`config.mk`:
```
export PLATFORM = sky130hd
export DESIGN_NAME = json_string_unescape
export DESIGN_NICKNAME = d
export VERILOG_FILES = /design/src/hw/rtl/jsu_pkg.sv /design/src/hw/rtl/json_string_unescape.sv
export SDC_FILE = /design/constraint.sdc
export NUM_CORES = 1
export LEC_CHECK = 0
export BUFFER_PORTS_ARGS = -buffer_cell sky130_fd_sc_hd__buf_2
export CORE_ASPECT_RATIO = 0.75
export CORE_MARGIN = 10
export CORE_UTILIZATION = 30
export DETAILED_ROUTE_END_ITERATION = 16
export REMOVE_ABC_BUFFERS = 1
export SLEW_MARGIN = 10
export SYNTH_ARGS = -nofsm -noshare
export SYNTH_HDL_FRONTEND = slang
export SYNTH_SLANG_ARGS = --single-unit
```
`constraint.sdc`:
```
create_clock -name i_clk -period 7.15 [get_ports i_clk]
set_input_delay 0.3575 -clock i_clk [delete_from_list [all_inputs] [get_ports i_clk]]
set_output_delay 0.3575 -clock i_clk [all_outputs]
set_load 0.005 [all_outputs]
```
`src/hw/rtl/jsu_pkg.sv`:
```
// Package: character codes, result word type and decode helpers for the JSON unescaper.
`timescale 1ns / 1ps
package jsu_pkg;

    localparam logic [7:0] CH_BSLASH = 8'h5C;
    localparam logic [7:0] CH_QUOTE  = 8'h22;
    localparam logic [7:0] CH_SLASH  = 8'h2F;
    localparam logic [7:0] CH_B      = 8'h62;
    localparam logic [7:0] CH_F      = 8'h66;
    localparam logic [7:0] CH_N      = 8'h6E;
    localparam logic [7:0] CH_R      = 8'h72;
    localparam logic [7:0] CH_T      = 8'h74;
    localparam logic [7:0] CH_U      = 8'h75;
    localparam logic [7:0] CH_ZERO   = 8'h30;
    localparam logic [7:0] CH_NINE   = 8'h39;
    localparam logic [7:0] CH_LOW_A  = 8'h61;
    localparam logic [7:0] CH_LOW_F  = 8'h66;

    localparam int unsigned MAX_RES    = 3;
    localparam int unsigned FIFO_DEPTH = 4;
    localparam int unsigned PTR_W      = $clog2(FIFO_DEPTH);
    localparam int unsigned CNT_W      = $clog2(FIFO_DEPTH + 1);

    typedef struct packed {
        logic [7:0] out_byte;
        logic       has_byte;
        logic       eos;
    } t_res;

    typedef struct packed {
        logic       ok;
        logic [7:0] chr;
    } t_esc;

    function automatic t_esc simple_escape(input logic [7:0] c);
        t_esc r;
        r.ok  = 1'b1;
        r.chr = c;
        unique case (c)
            CH_QUOTE, CH_BSLASH, CH_SLASH: r.chr = c;
            CH_B:    r.chr = 8'h08;
            CH_F:    r.chr = 8'h0C;
            CH_N:    r.chr = 8'h0A;
            CH_R:    r.chr = 8'h0D;
            CH_T:    r.chr = 8'h09;
            default: begin
                r.ok  = 1'b0;
                r.chr = 8'h00;
            end
        endcase
        return r;
    endfunction

    function automatic logic [3:0] hex_value(input logic [7:0] c);
        logic [7:0] d;
        d = 8'h00;
        if (c >= CH_ZERO && c <= CH_NINE) begin
            d = c - CH_ZERO;
        end else if (c >= CH_LOW_A && c <= CH_LOW_F) begin
            d = c - CH_LOW_A + 8'd10;
        end
        return d[3:0];
    endfunction

endpackage

```
`src/hw/rtl/json_string_unescape.sv`:
```
// Top level: JSON string escape decoder, one raw character per word.
//
// Input stream (s_axis): one raw character per word in tdata, tlast on the
// final character of a string. Output stream (m_axis): one unescaped
// character per word in tdata, tuser = has_byte (0 only on a bare end
// marker), tlast on the last word given for the string.
// Each input word gives zero to three output words; the final one always
// gives at least one. Simple escapes, \uXXXX (low byte of the hex value)
// and short escapes cut off by the end of the string are decoded.
// An accepted word is held in the input register, then in the result queue.
// Throughput: one input word per cycle while each word gives at most one
// result and the receiver is ready; a word that gives two or three results
// holds the input side while the 4-entry result queue drains. The decode stage
// fires only when the queue holds at most one word.
// Reset (synchronous, active low) empties the input register and result
// queue and returns the decoder to normal mode.
// When the receiver stalls, the queue fills and tready on the input drops;
// no word is lost or repeated.
`timescale 1ns / 1ps
module json_string_unescape
    import jsu_pkg::*;
(
    input  logic       i_clk,
    input  logic       i_rst_n,
    input  logic       i_s_axis_tvalid,
    output logic       o_s_axis_tready,
    input  logic [7:0] i_s_axis_tdata,   // [7:0] in_byte
    input  logic       i_s_axis_tlast,   // is_final
    output logic       o_m_axis_tvalid,
    input  logic       i_m_axis_tready,
    output logic [7:0] o_m_axis_tdata,   // [7:0] out_byte
    output logic       o_m_axis_tuser,   // [0] has_byte
    output logic       o_m_axis_tlast    // end_of_string
);

    typedef enum logic [2:0] {
        ST_NORMAL = 3'b001,
        ST_ESC    = 3'b010,
        ST_HEX    = 3'b100
    } t_mode;

    // input register
    logic       r_in_valid;
    logic [7:0] r_in_byte;
    logic       r_in_last;

    // decoder state
    t_mode      r_mode, n_mode;
    logic [1:0] r_hcnt, n_hcnt;
    logic [7:0] r_hlb, n_hlb;
    logic [7:0] r_pend0, n_pend0;
    logic [7:0] r_pend1, n_pend1;

    // result queue
    t_res             r_mem [FIFO_DEPTH];
    logic [PTR_W-1:0] r_wr, r_rd;
    logic [CNT_W-1:0] r_cnt;

    t_res       res [MAX_RES];
    logic [1:0] res_n;
    logic       fire;
    logic       pop;
    t_esc       se_c, se_p1;
    logic [7:0] hlb_next;

    assign fire            = r_in_valid && (r_cnt <= CNT_W'(1));
    assign o_s_axis_tready = !r_in_valid || fire;
    assign o_m_axis_tvalid = (r_cnt != '0);
    assign pop             = o_m_axis_tvalid && i_m_axis_tready;
    assign o_m_axis_tdata  = r_mem[r_rd].out_byte;
    assign o_m_axis_tuser  = r_mem[r_rd].has_byte;
    assign o_m_axis_tlast  = r_mem[r_rd].eos;

    assign se_c     = simple_escape(r_in_byte);
    assign se_p1    = simple_escape(r_pend1);
    assign hlb_next = {r_hlb[3:0], hex_value(r_in_byte)};

    always_comb begin
        for (int k = 0; k < MAX_RES; k++) begin
            res[k] = '0;
        end
        res_n   = 2'd0;
        n_mode  = r_mode;
        n_hcnt  = r_hcnt;
        n_hlb   = r_hlb;
        n_pend0 = r_pend0;
        n_pend1 = r_pend1;

        unique case (r_mode)
            ST_ESC: begin
                if (r_in_byte == CH_U && !r_in_last) begin
                    n_mode = ST_HEX;
                    n_hcnt = 2'd0;
                    n_hlb  = 8'h00;
                end else begin
                    if (se_c.ok) begin
                        res[res_n] = '{out_byte: se_c.chr, has_byte: 1'b1, eos: 1'b0};
                        res_n      = res_n + 2'd1;
                    end
                    n_mode = ST_NORMAL;
                end
            end
            ST_HEX: begin
                if (r_hcnt == 2'd3) begin
                    res[res_n] = '{out_byte: hlb_next, has_byte: 1'b1, eos: 1'b0};
                    res_n      = res_n + 2'd1;
                    n_mode     = ST_NORMAL;
                    n_hcnt     = 2'd0;
                    n_hlb      = 8'h00;
                end else if (r_in_last) begin
                    // string cut short: rerun buffered chars with normal rules
                    if (r_hcnt == 2'd1 && r_pend0 == CH_BSLASH) begin
                        if (se_c.ok) begin
                            res[res_n] = '{out_byte: se_c.chr, has_byte: 1'b1, eos: 1'b0};
                            res_n      = res_n + 2'd1;
                        end
                    end else if (r_hcnt == 2'd2 && r_pend0 == CH_BSLASH) begin
                        if (se_p1.ok) begin
                            res[res_n] = '{out_byte: se_p1.chr, has_byte: 1'b1, eos: 1'b0};
                            res_n      = res_n + 2'd1;
                        end
                        res[res_n] = '{out_byte: r_in_byte, has_byte: 1'b1, eos: 1'b0};
                        res_n      = res_n + 2'd1;
                    end else begin
                        if (r_hcnt != 2'd0) begin
                            res[res_n] = '{out_byte: r_pend0, has_byte: 1'b1, eos: 1'b0};
                            res_n      = res_n + 2'd1;
                        end
                        if (r_hcnt == 2'd2 && r_pend1 == CH_BSLASH) begin
                            if (se_c.ok) begin
                                res[res_n] = '{out_byte: se_c.chr, has_byte: 1'b1,
                                               eos: 1'b0};
                                res_n      = res_n + 2'd1;
                            end
                        end else begin
                            if (r_hcnt == 2'd2) begin
                                res[res_n] = '{out_byte: r_pend1, has_byte: 1'b1,
                                               eos: 1'b0};
                                res_n      = res_n + 2'd1;
                            end
                            res[res_n] = '{out_byte: r_in_byte, has_byte: 1'b1, eos: 1'b0};
                            res_n      = res_n + 2'd1;
                        end
                    end
                end else begin
                    if (r_hcnt == 2'd0) begin
                        n_pend0 = r_in_byte;
                    end
                    if (r_hcnt == 2'd1) begin
                        n_pend1 = r_in_byte;
                    end
                    n_hlb  = hlb_next;
                    n_hcnt = r_hcnt + 2'd1;
                end
            end
            default: begin
                if (r_in_byte == CH_BSLASH && !r_in_last) begin
                    n_mode = ST_ESC;
                end else begin
                    n_mode     = ST_NORMAL;
                    res[res_n] = '{out_byte: r_in_byte, has_byte: 1'b1, eos: 1'b0};
                    res_n      = res_n + 2'd1;
                end
            end
        endcase

        if (r_in_last) begin
            n_mode = ST_NORMAL;
            n_hcnt = 2'd0;
            n_hlb  = 8'h00;
            if (res_n == 2'd0) begin
                res[0] = '{out_byte: 8'h00, has_byte: 1'b0, eos: 1'b1};
                res_n  = 2'd1;
            end else begin
                res[res_n - 2'd1].eos = 1'b1;
            end
        end
    end

    always_ff @(posedge i_clk) begin
        if (!i_rst_n) begin
            r_in_valid <= 1'b0;
        end else if (i_s_axis_tvalid && o_s_axis_tready) begin
            r_in_valid <= 1'b1;
        end else if (fire) begin
            r_in_valid <= 1'b0;
        end
    end

    always_ff @(posedge i_clk) begin
        if (i_s_axis_tvalid && o_s_axis_tready) begin
            r_in_byte <= i_s_axis_tdata;
            r_in_last <= i_s_axis_tlast;
        end
    end

    always_ff @(posedge i_clk) begin
        if (!i_rst_n) begin
            r_mode <= ST_NORMAL;
            r_hcnt <= 2'd0;
            r_hlb  <= 8'h00;
        end else if (fire) begin
            r_mode <= n_mode;
            r_hcnt <= n_hcnt;
            r_hlb  <= n_hlb;
        end
    end

    always_ff @(posedge i_clk) begin
        if (fire) begin
            r_pend0 <= n_pend0;
            r_pend1 <= n_pend1;
        end
    end

    always_ff @(posedge i_clk) begin
        if (fire) begin
            for (int k = 0; k < MAX_RES; k++) begin
                if (2'(k) < res_n) begin
                    r_mem[r_wr + PTR_W'(k)] <= res[k];
                end
            end
        end
    end

    always_ff @(posedge i_clk) begin
        if (!i_rst_n) begin
            r_wr  <= '0;
            r_rd  <= '0;
            r_cnt <= '0;
        end else begin
            if (fire) begin
                r_wr <= r_wr + PTR_W'(res_n);
            end
            if (pop) begin
                r_rd <= r_rd + PTR_W'(1);
            end
            r_cnt <= r_cnt + (fire ? CNT_W'(res_n) : CNT_W'(0)) - (pop ? CNT_W'(1) : CNT_W'(0));
        end
    end

endmodule

```
After elaboration in Yosys (flattened, before gate mapping)

Memories as Yosys holds them, arrays and structs flattened. A register that Yosys moved wholly into a read port is not among the register bits.
Index checks and enable logic that the tools add are counted.

$add $sub $neg: 14
Order comparisons: 16
Eq/ne operators: 25
Muxes and demuxes: 113
Bitwise logic cells: 6
Reduce and logical (&&, ||, !) cells: 31

Operators with widths:

| kind                                                                             | number |
|---|---|
| 30-bit two-way mux                                                               | 12 |
| 10-bit two-way mux                                                               | 21 |
| 30-bit bitwise mux                                                               | 5 |
| 8-bit by 7-bit == test with 1-bit output, second input constant                  | 14 |
| 8-bit one-hot mux with 6 select lines                                            | 2 |
| 10-bit demux with 2-bit select                                                   | 4 |
| 20-bit two-way mux                                                               | 4 |
| 2-bit two-way mux                                                                | 32 |
| 8-bit by 6-bit == test with 1-bit output, second input constant                  | 4 |
| 1-bit two-way mux                                                                | 20 |
| 4-bit two-way mux                                                                | 5 |
| 10-bit one-hot mux with 2 select lines                                           | 1 |
| 8-bit OR reduction                                                               | 2 |
| 1-bit logical AND                                                                | 14 |
| 2-bit by 1-bit adder with 2-bit output, second input constant                    | 6 |
| 3-bit >= comparator, second input constant                                       | 4 |
| 3-bit by 1-bit less-than comparator with 1-bit output, second input constant     | 4 |
| 2-bit inverter with 3-bit output                                                 | 4 |
| 5-bit AND reduction                                                              | 2 |
| 3-bit two-way mux                                                                | 3 |
| 8-bit by 6-bit >= comparator with 1-bit output, second input constant            | 1 |
| 8-bit by 7-bit >= comparator with 1-bit output, second input constant            | 1 |
| 8-bit by 6-bit less-or-equal comparator with 1-bit output, second input constant | 1 |
| 8-bit by 7-bit less-or-equal comparator with 1-bit output, second input constant | 1 |
| other kinds (27)                                                                 | 38 |

Register bits after elaboration: 42
RAM bits: 40
Input bits: 13
Output and inout bits: 12
Logic and storage cells: 217
Memories: 1

Memory list:

| memory | words | width | read ports | clocked after memory_dff | wr ports | line                       | RTL |
|---|---|---|---|---|---|---|---|
| r_mem  | 4     | 10    | 1          | 1                        | 3        | json_string_unescape.sv:55 | `t_res r_mem [FIFO_DEPTH];` |

Logic depth before layout (Yosys ltp)

Gate-level depths: netlist of the first run.

Word-level depth: 31
Gate-level depth with buffers: 22
Mapped depth without buffers: 19

Worst setup path after synthesis of the first run

OpenSTA, ideal clock, no wires.

Path kind: register to register
From: register r_in_byte[0]
To: memory r_mem[0][0] (netlist name), enable pin
Setup time: 0.434 ns
Arrival time: 4.662 ns
Data required time: 6.716 ns
Path slack: 2.054 ns
Cell stages (with the launch flop): 15
Path buffers: 1
Clock period less this slack: 5.096 ns
Cell sequence: edfxtp_1 buf_2 inv_1 ha_1 or3b_2 a21oi_2 nor4_4 inv_1 ha_1 inv_1 a311o_1 a21oi_1 a311o_2 o21ai_1 a2111oi_0

RTL lines:

| what                     | line                        | RTL |
|---|---|---|
| start: declaration       | json_string_unescape.sv:44  | `logic [7:0] r_in_byte;` |
| start signal: assignment | json_string_unescape.sv:192 | `r_in_byte <= i_s_axis_tdata;` |
| end: declaration         | json_string_unescape.sv:55  |  |

Worst setup path in the final report of the first run

From: register r_in_byte[1]
To: register r_cnt[2]

Cells in the longest elaborated chain, start to end: 16
Elaborated cells on any way between the ends: 29
Those cells by class: add/sub (2); eq/ne (9); mux (14); reduce/logical (4)

RTL lines:

| what                                                             | line                                       | RTL |
|---|---|---|
| 8-bit by 7-bit == test with 1-bit output (tied with other cells) | jsu_pkg.sv:39, json_string_unescape.sv:157 |  |
| 8-bit OR reduction (no line)                                     | --                                         |  |
| 1-bit two-way mux                                                | jsu_pkg.sv:39                              | `unique case (c)` |
| 2-bit two-way mux                                                | json_string_unescape.sv:130                | `if (se_c.ok) begin` |
| 2-bit two-way mux                                                | json_string_unescape.sv:129                | `if (r_hcnt == 2'd2 && r_pend1 == CH_BSLASH) begin` |
| 2-bit two-way mux                                                | json_string_unescape.sv:117                | `end else if (r_hcnt == 2'd2 && r_pend0 == CH_BSLASH) begin` |
| 2-bit two-way mux                                                | json_string_unescape.sv:112                | `if (r_hcnt == 2'd1 && r_pend0 == CH_BSLASH) begin` |
| 2-bit two-way mux                                                | json_string_unescape.sv:110                | `end else if (r_in_last) begin` |
| 2-bit two-way mux                                                | json_string_unescape.sv:104                | `if (r_hcnt == 2'd3) begin` |
| 2-bit one-hot mux with 2 select lines (*)                        | json_string_unescape.sv:89                 | `unique case (r_mode)` |
| 2-bit logical NOT                                                | json_string_unescape.sv:171                | `if (res_n == 2'd0) begin` |
| 2-bit two-way mux                                                | json_string_unescape.sv:171                |  |
| 2-bit two-way mux (*)                                            | json_string_unescape.sv:167                | `if (r_in_last) begin` |
| 2-bit two-way mux (*)                                            | json_string_unescape.sv:238                | `r_cnt <= r_cnt + (fire ? CNT_W'(res_n) : CNT_W'(0)) - (pop ? CNT_W'(1) : CNT_W'(0));` |
| 3-bit by 2-bit adder with 3-bit output (*)                       | json_string_unescape.sv:238                |  |
| 3-bit by 1-bit subtractor with 3-bit output (*)                  | json_string_unescape.sv:238                |  |
| end signal: assignment                                           | json_string_unescape.sv:238                |  |
| end: declaration                                                 | json_string_unescape.sv:57                 | `logic [CNT_W-1:0] r_cnt;` |

Mark *: on every way between the ends. The rest lies on a longest branch, timed or not.
A chain may end at the register's enable or synchronous reset.

==> results of run 1 <==
worst register-to-register path: stages (launching register included):
cell and delay, ns:
edfxtp_1 0.81, inv_1 0.32, ha_1 0.29, nand2_1 0.07, a211oi_1 0.15, nor4_4 0.48
inv_1 0.08, ha_1 0.18, or4_1 0.51, o2111a_2 0.20, a21o_1 0.30, o21ai_1 0.26
nand2_1 0.09, ha_1 0.29, inv_1 0.04, ha_1 0.18, fa_1 0.39, xnor2_1 0.13
and2_1 0.15
final timing paths:
path	from	end	slack (ns)	cells past startpoint
max	r_in_byte[1]$_DFFE_PP_	r_cnt[2]$_SDFF_PN0_	2.13	18
min reg2reg	r_hlb[2]$_SDFFE_PN0P_	r_hlb[2]$_SDFFE_PN0P_	0.52	2
max reg2reg	r_in_byte[1]$_DFFE_PP_	r_cnt[2]$_SDFF_PN0_	2.13	18
min	i_s_axis_tlast	r_in_last$_DFFE_PP_	0.18	1
cell usage after synthesis (7+ instances only):
master | count | share of area
nor2b_1 | 14 | 0.014
nand3_1 | 16 | 0.013
o21ai_0 | 25 | 0.021
and2_1 | 11 | 0.011
nor2_1 | 27 | 0.017
nor3_1 | 21 | 0.017
o21ai_1 | 10 | 0.0083
a21o_1 | 7 | 0.0087
a22oi_1 | 14 | 0.017
mux4_2 | 10 | 0.037
a21boi_0 | 7 | 0.0087
or3_1 | 7 | 0.0072
clkbuf_1 | 16 | 0.0099
inv_1 | 20 | 0.012
a211oi_1 | 8 | 0.0099
buf_2 | 18 | 0.015
o22ai_1 | 24 | 0.025
mux2i_1 | 7 | 0.012
dfxtp_1 | 19 | 0.063
ha_1 | 17 | 0.035
edfxtp_1 | 65 | 0.32
nand2_1 | 52 | 0.032
o211ai_1 | 7 | 0.0087
a21oi_1 | 82 | 0.068
layout make-up:
| type | instances | share of cell area |
|---|---|---|
| clock buffer | 9 | 0.03369 |
| clock inverter | 7 | 0.01198 |
| inverter | 21 | 0.01179 |
| multi-input combinational | 490 | 0.5182 |
| sequential | 84 | 0.3489 |
| tap | 253 | 0.04735 |
| timing repair buffer | 33 | 0.02807 |
sequential cells by signal, summed over array words and instances, names as in the netlist, named ones only:
name        cells
r_cnt           3
r_hcnt          2
r_hlb           4
r_in_byte       8
r_in_last       1
r_in_valid      1
r_mem          40
r_mode          3
r_pend0         8
r_pend1         8
r_rd            2
r_wr            2
stage by stage:
| step | cell area, sq um | setup WS, ns |
|---|---|---|
| 3_3_place_gp | 6375 | 2.360 |
| 6_report | 6685 | 2.135 |
| 4_1_cts | 6680 | 2.183 |
| 3_5_place_dp | 6375 | 2.186 |
| 5_1_grt | 6685 | 1.879 |
| 2_1_floorplan | 5859 | 2.075 |
layer usage:
metal  vias to the layer above  part of all wire  global-route usage
li1                       2484                 -                   -
met1                      2591              0.50              0.2244
met3                        25              0.10             0.04056
met2                       295              0.39              0.1922
met4                         0             0.012             0.03312
met5                         -                 0                   0
power by group:
| group | total (uW) | switching [uW] | internal (uW) | leakage, uW |
|---|---|---|---|---|
| clock | 486 | 211 | 275 | 0.000143 |
| sequential | 628 | 62.2 | 566 | 0.000747 |
| combinational | 257 | 130 | 127 | 0.00123 |
logic make-up after synthesis:
logic type / Yosys count / synth area share
AND/OR/NAND/NOR: 209 / 0.2030
adder cells (fa/ha/maj): 18 / 0.03837
XOR/XNOR: 8 / 0.01155
buffers and inverters: 62 / 0.04703
AO/OA/AOI/OAI: 238 / 0.2669
flip-flops: 84 / 0.3845
multiplexers: 17 / 0.04868
==> impl_metrics.json, run 1 <==
{
  "status": "finished clean",
  "clock.fmax_mhz": 199.4,
  "antenna_left": 0,
  "grt_usage": 0.1461,
  "drt_pass1_iterations": 5,
  "drt_iter0_markers": 788,
  "drc_errors": 0,
  "critPathMaxStageDelay_ns": 0.81,
  "hold_buffers": 0,
  "worstSetupStartpointType": "flip-flop",
  "nNetsFinal": 670,
  "cp.arrival_ns": 5.27,
  "total_power_uw": 1371,
  "cp_top_family": "adder cells",
  "finalHoldWorstSlack_ns": 0.1759,
  "syn_to_final_growth_pct": 10.21,
  "cts_tree": "yes",
  "via_per_inst": 6.014,
  "cp_max_fo": 16,
  "die_x_um": 184.2,
  "die_h_um": 143.1,
  "relSlewSlack": 0.3373,
  "hp-class": "primary input to flip-flop",
  "period_minus_slack_ns": 5.015,
  "period_share": 0.7014,
  "dp_hpwl_um": 14330,
  "crit_path_end_kind": "flip-flop",
  "maxCapViolations": 0,
  "tightest_slew_ns": 0.9864,
  "post-cts-setup-buffers": 0,
  "synth-edff-count": 65,
  "place_inst": 881,
  "regArea_sq_mm": 0.002332,
  "layout_commonest_cell": "a21oi_1",
  "tns_ns": 0,
  "synthArstFlopShare": 0,
  "fillCellCount": 2013,
  "path_common_cell": "ha_1",
  "worstSetupPathType": "flip-flop to flip-flop",
  "gp_congestion": 0.9804,
  "io_buffer_count": 24,
  "grt_setup_unrepaired": "no",
  "synth-seq-cells": 84,
  "grt_pass1_wl_um": 30010,
  "crit_chain": "inv_1, ha_1, nand2_1, a211oi_1, nor4_4, inv_1, ha_1, or4_1, o2111a_2, a21o_1, o21ai_1, nand2_1, ha_1, inv_1, ha_1, fa_1, xnor2_1, and2_1",
  "clk_path_buf_depth": 2,
  "mostFrequentLayoutCells": "82 x a21oi_1, 65 x edfxtp_1, 52 x nand2_1",
  "cts_buffers": 9,
  "synth_seq_area_share": 0.3845,
  "multiInputGateArea_sq_mm": 0.003465,
  "routed_wl_um": 19230,
  "synth_ff_type": "edfxtp_1",
  "clock_sinks": 84,
  "clk_latency_ns": 0.35,
  "skew_ns": 0.009432,
  "grt_pass1_vias": 5025,
  "setup_viol": 0,
  "path_buf_inv": 3,
  "h-tree-depth": 3,
  "antenna_found_initial": 0,
  "drt-wirelength-per-cell_um": 21.44,
  "p_per_area_mw_per_mm2": 205.1,
  "synth.avg_cell_area_sq_um": 9.537,
  "finalMaxSlewViolations": 0,
  "required_ns": 7.40,
  "postCtsResizedCells": 0,
  "fin_cells": 897,
  "synth_warnings": 0,
  "fin_util": 0.3411,
  "num_rows": 44,
  "insertedDiodeCount": 0,
  "layout-drive-gt1-share": 0.1553,
  "grt_max_degree": 43,
  "ir_drop_mv": 0.1416,
  "coreArea_sq_mm": 0.01960,
  "start_util": 0.3095,
  "grt-ovfl-total": 0,
  "p_leak_uw": 0.002120,
  "syn_inst": 636,
  "dieArea_sq_mm": 0.02637,
  "clk_pin_slew_worst_paths_ns": 0.07,
  "hold_viol_final": 0,
  "clock-root-buffer": "clkbuf_16",
  "vias": 5395,
  "synth_area_sq_mm": 0.006066,
  "io_pins": 25,
  "synth_cell_types": 93,
  "slowest_stage": "edfxtp_1"
}
No activity file was read; power rests on OpenSTA's default activity.
==> run 2: changes to the inputs <==
--- a/config.mk
+++ b/config.mk
@@ -5,6 +5,7 @@
 export SDC_FILE = /design/constraint.sdc
 export NUM_CORES = 1
 export LEC_CHECK = 0
+export ABC_AREA = 1
 export BUFFER_PORTS_ARGS = -buffer_cell sky130_fd_sc_hd__buf_2
 export CORE_ASPECT_RATIO = 0.75
 export CORE_MARGIN = 10
==> constraint.sdc (replaced) <==
create_clock -name i_clk -period 5.1 [get_ports i_clk]
set_input_delay 0.255 -clock i_clk [delete_from_list [all_inputs] [get_ports i_clk]]
set_output_delay 0.255 -clock i_clk [all_outputs]
set_load 0.005 [all_outputs]
==> impl_metrics.json, run 2 <==
{
  "syn_inst": 899,
  "reg2reg_from": "r_in_byte[0]$_DFFE_PP_",
  "tns_ns": 0,
  "synth-compound-area-share": 0.1283,
  "largest_reg_flops": 40,
  "dieArea_sq_mm": 0.02723,
  "pre_cts_ws_ns": 1.111,
  "power_frac_seq": 0.373,
  "synth_top_cell_area_share": 0.3102,
  "io_pins": 25,
  "clock-root-buffer": "clkbuf_16",
  "cp_max_fo": 9,
  "hold_viol_final": 0,
  "grt-ovfl-total": 0,
  "period_minus_slack_ns": 4.057,
  "p_int_uw": 1589,
  "finalMaxSlewViolations": 0,
  "yosysMostFrequentCell": "nand2_1",
  "swShare": 0.3128,
  "io_buffer_count": 24,
  "h-tree-depth": 3,
  "grt_setup_unrepaired": "no",
  "routed_wl_um": 19740,
  "fillCellCount": 2188,
  "finalHoldWorstSlack_ns": 0.07659,
  "synth_seq_area_share": 0.3707,
  "cts_buffers": 9,
  "synth_common_cells": "279 x nand2_1, 162 x nor2_1, 72 x inv_1",
  "synth_simple_gate_area_share": 0.3720,
  "vias": 6033,
  "dp_hpwl_um": 15390,
  "hp-class": "primary input to flip-flop",
  "synth_fa_ha_area_frac": 0.03699,
  "p_per_area_mw_per_mm2": 328.4,
  "post-cts-setup-buffers": 0,
  "die_h_um": 145.4,
  "mostFrequentLayoutCells": "279 x nand2_1, 162 x nor2_1, 72 x inv_1",
  "drt-wirelength-per-cell_um": 16.38,
  "yosys.area.top_type": "edfxtp_1",
  "synthArstFlopShare": 0,
  "stdcell_area_sq_mm": 0.007044,
  "synth_xor_area_frac": 0.002784,
  "synth-seq-cells": 84,
  "insertedDiodeCount": 0,
  "synth_warnings": 0,
  "tightest_slew_ns": 1.085,
  "grt_usage": 0.1459,
  "start_util": 0.3079,
  "layout-drive-gt1-share": 0.1322,
  "crit_path_end_kind": "flip-flop",
  "grt_pass1_vias": 5698,
  "dpl-instance-area_sq_mm": 0.006656,
  "skew_ns": 0.008245,
  "multiInputGateArea_sq_mm": 0.003398,
  "synth_top_family_by_area": "simple AND/OR/NAND/NOR gates",
  "period_share": 0.7954,
  "relSlewSlack": 0.2710,
  "clock.fmax_mhz": 246.5,
  "synth.area.mux_share": 0,
  "coreArea_sq_mm": 0.02044,
  "rrSetupSlack_ns": 1.04,
  "largest-register": "r_mem",
  "grt_max_degree": 22,
  "required_ns": 5.35,
  "cp-endpoint": "r_cnt[2]$_SDFF_PN0_",
  "synth_ff_type": "edfxtp_1",
  "antenna_found_initial": 0,
  "maxCapViolations": 0,
  "total_power_uw": 2313,
  "hold_buffers": 0,
  "p_leak_uw": 0.003227,
  "cp-startpoint": "r_in_byte[0]$_DFFE_PP_",
  "grt_pass1_wl_um": 32030,
  "r2r_end": "r_cnt[2]$_SDFF_PN0_",
  "clk_latency_ns": 0.36,
  "synth-edff-count": 65,
  "yosys-top-cells-area": "edfxtp_1 31%, nand2_1 17%, nor2_1 9.7%",
  "num_rows": 45,
  "gp_congestion": 0.9887,
  "clock_sinks": 84,
  "p_comb_frac": 0.253,
  "reg2regPathDepth": 24,
  "synth_cell_types": 47,
  "finalWorstSetupSlack_ns": 1.043,
  "status": "finished clean",
  "layout_commonest_cell": "nand2_1",
  "regArea_sq_mm": 0.002332,
  "setup_viol": 0,
  "power_frac_clock": 0.374,
  "clk_path_buf_depth": 2,
  "clk_pin_slew_worst_paths_ns": 0.07,
  "worstSetupStartpointType": "flip-flop",
  "drt_pass1_iterations": 6,
  "cp.arrival_ns": 4.31,
  "drt_iter0_markers": 756,
  "via_per_inst": 5.007,
  "worstSetupPathType": "flip-flop to flip-flop",
  "postCtsResizedCells": 0,
  "synth_area_sq_mm": 0.006292,
  "cts_tree": "yes",
  "power.switching_uw": 723.6,
  "synth.avg_cell_area_sq_um": 6.999,
  "nNetsFinal": 949,
  "syn_to_final_growth_pct": 11.95,
  "antenna_left": 0,
  "die_x_um": 187.2,
  "drc_errors": 0,
  "ir_drop_mv": 0.2228
}
## run 2: changes by cell type after synthesis, sizes merged, moves of 14 or more
cell / delta
a21oi: -48
a22oi: -17
inv: +78
nand2: +249
nand3: +22
nor2: +147
nor2b: -14
nor3: -16
o21ai: +17
## run 2: metal layers
metal	vias to the layer above	global-route usage	part of all wire
met3	26	0.03898	0.10
met4	0	0.04063	0.016
met5	-	0	0
li1	2952	-	-
met1	2772	0.2101	0.48
met2	283	0.2068	0.40
## run 2: power by group through the flow
| stage | Clock (uW) | Sequential (uW) | Combinational, uW |
|---|---|---|---|
| detailed placement | 0 | 876 | 582 |
| global route | 905 | 869 | 676 |
| floorplan | 0 | 868 | 377 |
| finish | 865 | 863 | 585 |
| CTS | 877 | 861 | 585 |
| global placement | 0 | 875 | 585 |
## run 2: worst min-delay path by stage
| stage | from | endpoint | slack (ns) | cells past startpoint |
|---|---|---|---|---|
| floorplan | i_rst_n | r_mode[0]$_SDFFE_PN1P_ | 0.32 | 1 |
| global placement | i_s_axis_tlast | r_in_last$_DFFE_PP_ | 0.43 | 1 |
| detailed placement | i_s_axis_tdata[3] | r_in_byte[3]$_DFFE_PP_ | 0.43 | 1 |
| CTS | i_s_axis_tdata[3] | r_in_byte[3]$_DFFE_PP_ | 0.07 | 1 |
| global route | i_s_axis_tlast | r_in_last$_DFFE_PP_ | 0.07 | 1 |
| finish | i_s_axis_tdata[3] | r_in_byte[3]$_DFFE_PP_ | 0.08 | 1 |
## run 2: through the flow
step,std cells,util
6_report,1205,0.3447
5_1_grt,1205,0.3447
4_1_cts,1205,0.3447
3_5_place_dp,1189,0.3257
3_3_place_gp,1189,0.3257
2_1_floorplan,876,-
## run 2: logic make-up after synthesis
kind of cell | Yosys count
AOI/OAI and AO/OA | 137
adders and majority gates | 18
xor gates and xnor gates | 2
buffers and inverters | 121
and+or+nand+nor | 537
DFF | 84
## run 2: final cells by class
cell class | instances | area share
Multi-Input combinational cell | 694 | 0.4824
Sequential cell | 84 | 0.3311
Inverter | 98 | 0.05684
Tap cell | 282 | 0.05009
Clock buffer | 10 | 0.03250
Timing Repair Buffer | 31 | 0.02451
Clock inverter | 6 | 0.02256
## run 2: worst max-delay path, stage by stage (launching register included)
cell	delay [ns]
edfxtp_1	0.58
inv_1	0.28
ha_1	0.28
nand3_1	0.08
nand2_1	0.06
nand2_1	0.18
nand2_2	0.13
inv_1	0.09
nand2_2	0.09
ha_1	0.28
nand2_1	0.05
o211ai_1	0.09
nand2_1	0.07
o21ai_1	0.15
nand2_2	0.12
nand2_8	0.12
inv_1	0.05
nand2_1	0.08
nand2_1	0.06
ha_1	0.28
inv_1	0.04
ha_1	0.18
fa_1	0.38
o21ai_0	0.17
a21oi_1	0.05
==> run 3: changes to the inputs <==
==> constraint.sdc (replaced) <==
create_clock -name i_clk -period 3.6 [get_ports i_clk]
set_input_delay 0.18 -clock i_clk [delete_from_list [all_inputs] [get_ports i_clk]]
set_output_delay 0.18 -clock i_clk [all_outputs]
set_load 0.005 [all_outputs]
==> impl_metrics.json, run 3 (synthesis results as in run 2) <==
{
  "tns_ns": 0,
  "p_per_area_mw_per_mm2": 425.4,
  "layout-drive-gt1-share": 0.1707,
  "clk_latency_ns": 0.35,
  "grt_pass1_wl_um": 31880,
  "num_rows": 45,
  "h-tree-depth": 3,
  "io_pins": 25,
  "grt-ovfl-total": 0,
  "fin_util": 0.3580,
  "reg2reg_from": "r_in_byte[1]$_DFFE_PP_",
  "routed_wl_um": 19810,
  "power.switching_uw": 1039,
  "ir_drop_mv": 0.2967,
  "cp-startpoint": "r_in_byte[1]$_DFFE_PP_",
  "drt_pass1_iterations": 5,
  "drc_errors": 0,
  "layout_commonest_cell": "nand2_1",
  "cts_tree": "yes",
  "antenna_left": 0,
  "worstSetupStartpointType": "flip-flop",
  "antenna_found_initial": 0,
  "crit_path_end_kind": "flip-flop",
  "coreArea_sq_mm": 0.02044,
  "finalHoldWorstSlack_ns": 0.02303,
  "whs_path_depth": 1,
  "cp_max_fo": 4,
  "clock-root-buffer": "clkbuf_16",
  "multiInputGateArea_sq_mm": 0.003431,
  "finalMaxSlewViolations": 0,
  "io_buffer_count": 24,
  "p_int_uw": 2074,
  "p_comb_frac": 0.292,
  "grt_setup_unrepaired": "no",
  "clock_sinks": 84,
  "skew_ns": 0.007707,
  "power_frac_clock": 0.322,
  "grt_max_degree": 22,
  "dp_hpwl_um": 15270,
  "insertedDiodeCount": 0,
  "reg2regPathDepth": 24,
  "hp-start": "i_s_axis_tdata[4]",
  "vias": 6150,
  "grt_pass1_vias": 5809,
  "maxCapViolations": 0,
  "mostFrequentLayoutCells": "277 x nand2_1, 160 x nor2_1, 71 x inv_1",
  "die_h_um": 145.4,
  "relSlewSlack": 0.4507,
  "worstSetupPathType": "flip-flop to flip-flop",
  "cts_buffers": 9,
  "gp_congestion": 1.038,
  "cp.arrival_ns": 3.66,
  "power_frac_seq": 0.386,
  "largest_reg_flops": 40,
  "hp-class": "primary input to flip-flop",
  "tightest_slew_ns": 0.8209,
  "largest-register": "r_mem",
  "nNetsFinal": 987,
  "required_ns": 3.90,
  "status": "finished clean",
  "total_power_uw": 3113,
  "p_leak_uw": 0.003376,
  "regArea_sq_mm": 0.002332,
  "fillCellCount": 2138,
  "drt_iter0_markers": 676,
  "dieArea_sq_mm": 0.02723,
  "drt-wirelength-per-cell_um": 15.94,
  "clk_pin_slew_worst_paths_ns": 0.06,
  "syn_to_final_growth_pct": 16.29,
  "via_per_inst": 4.948,
  "setup_viol": 0,
  "swShare": 0.3338,
  "period_minus_slack_ns": 3.362,
  "grt_usage": 0.1451,
  "period_share": 0.9340,
  "start_util": 0.3079,
  "clock.fmax_mhz": 297.4,
  "clk_path_buf_depth": 2,
  "hold_viol_final": 0,
  "die_x_um": 187.2
}
-- run 3: repair_timing --
action                                  CTS  global route
resized for setup                         0            15
hold buffers                              7             1
endpoints found under the setup margin    0            22
endpoints found under the hold margin     7             1
buffers inserted                          0             7
-- run 3: critical path, cell delays in order (launching register included) --
cell	delay (ns)
edfxtp_1	0.45
buf_4	0.18
ha_2	0.18
nand2_1	0.06
nand2_1	0.05
nand2_1	0.09
nand2_2	0.06
inv_1	0.06
nand2_2	0.06
ha_1	0.27
nand2_1	0.05
o211ai_1	0.10
nand2_1	0.10
o21ai_2	0.13
nand2_2	0.11
nand2_8	0.07
inv_1	0.05
nand2_2	0.06
nand2_1	0.06
ha_1	0.29
inv_1	0.04
ha_1	0.18
fa_2	0.51
nand2_1	0.05
inv_1	0.05
-- run 3: layout make-up --
type                            instances  share of cell area
Clock buffer                            9             0.03078
Clock inverter                          7             0.01248
Inverter                               98             0.05506
Multi-Input combinational cell        694              0.4689
Sequential cell                        84              0.3187
Tap cell                              282             0.04822
Timing Repair Buffer                   69             0.06583
-- run 3: power by group through the flow --
stage | combinational, uW | clock [uW] | sequential, uW
floorplan | 535 | 0 | 1230
global placement | 870 | 0 | 1220
global route | 1030 | 1060 | 1210
finish | 908 | 1000 | 1200
CTS | 880 | 1020 | 1200
detailed placement | 870 | 0 | 1220
-- run 3: metal layers --
metal  vias to the layer above  track usage  part of all wire
li1                       3035            -                 -
met1                      2803       0.2100              0.49
met2                       282       0.2052              0.40
met3                        30      0.03539             0.092
met4                         0      0.04505             0.019
met5                         -            0                 0
-- run 3: through the flow --
step           instances  area [sq um]  worst slack [ns]
6_report            1243          7317            0.2376
5_1_grt             1243          7317           0.01027
4_1_cts             1235          7216           0.01979
3_5_place_dp        1212          6829           0.04168
3_3_place_gp        1212          6829            0.1835
2_1_floorplan        876          6131           0.08975
-- run 3: worst paths after layout --
path	endpoint	slack (ns)
max	r_cnt[1]$_SDFF_PN0_	0.24
min reg2reg	r_hlb[2]$_SDFFE_PN0P_	0.47
max reg2reg	r_cnt[1]$_SDFF_PN0_	0.24
min	r_in_byte[4]$_DFFE_PP_	0.02
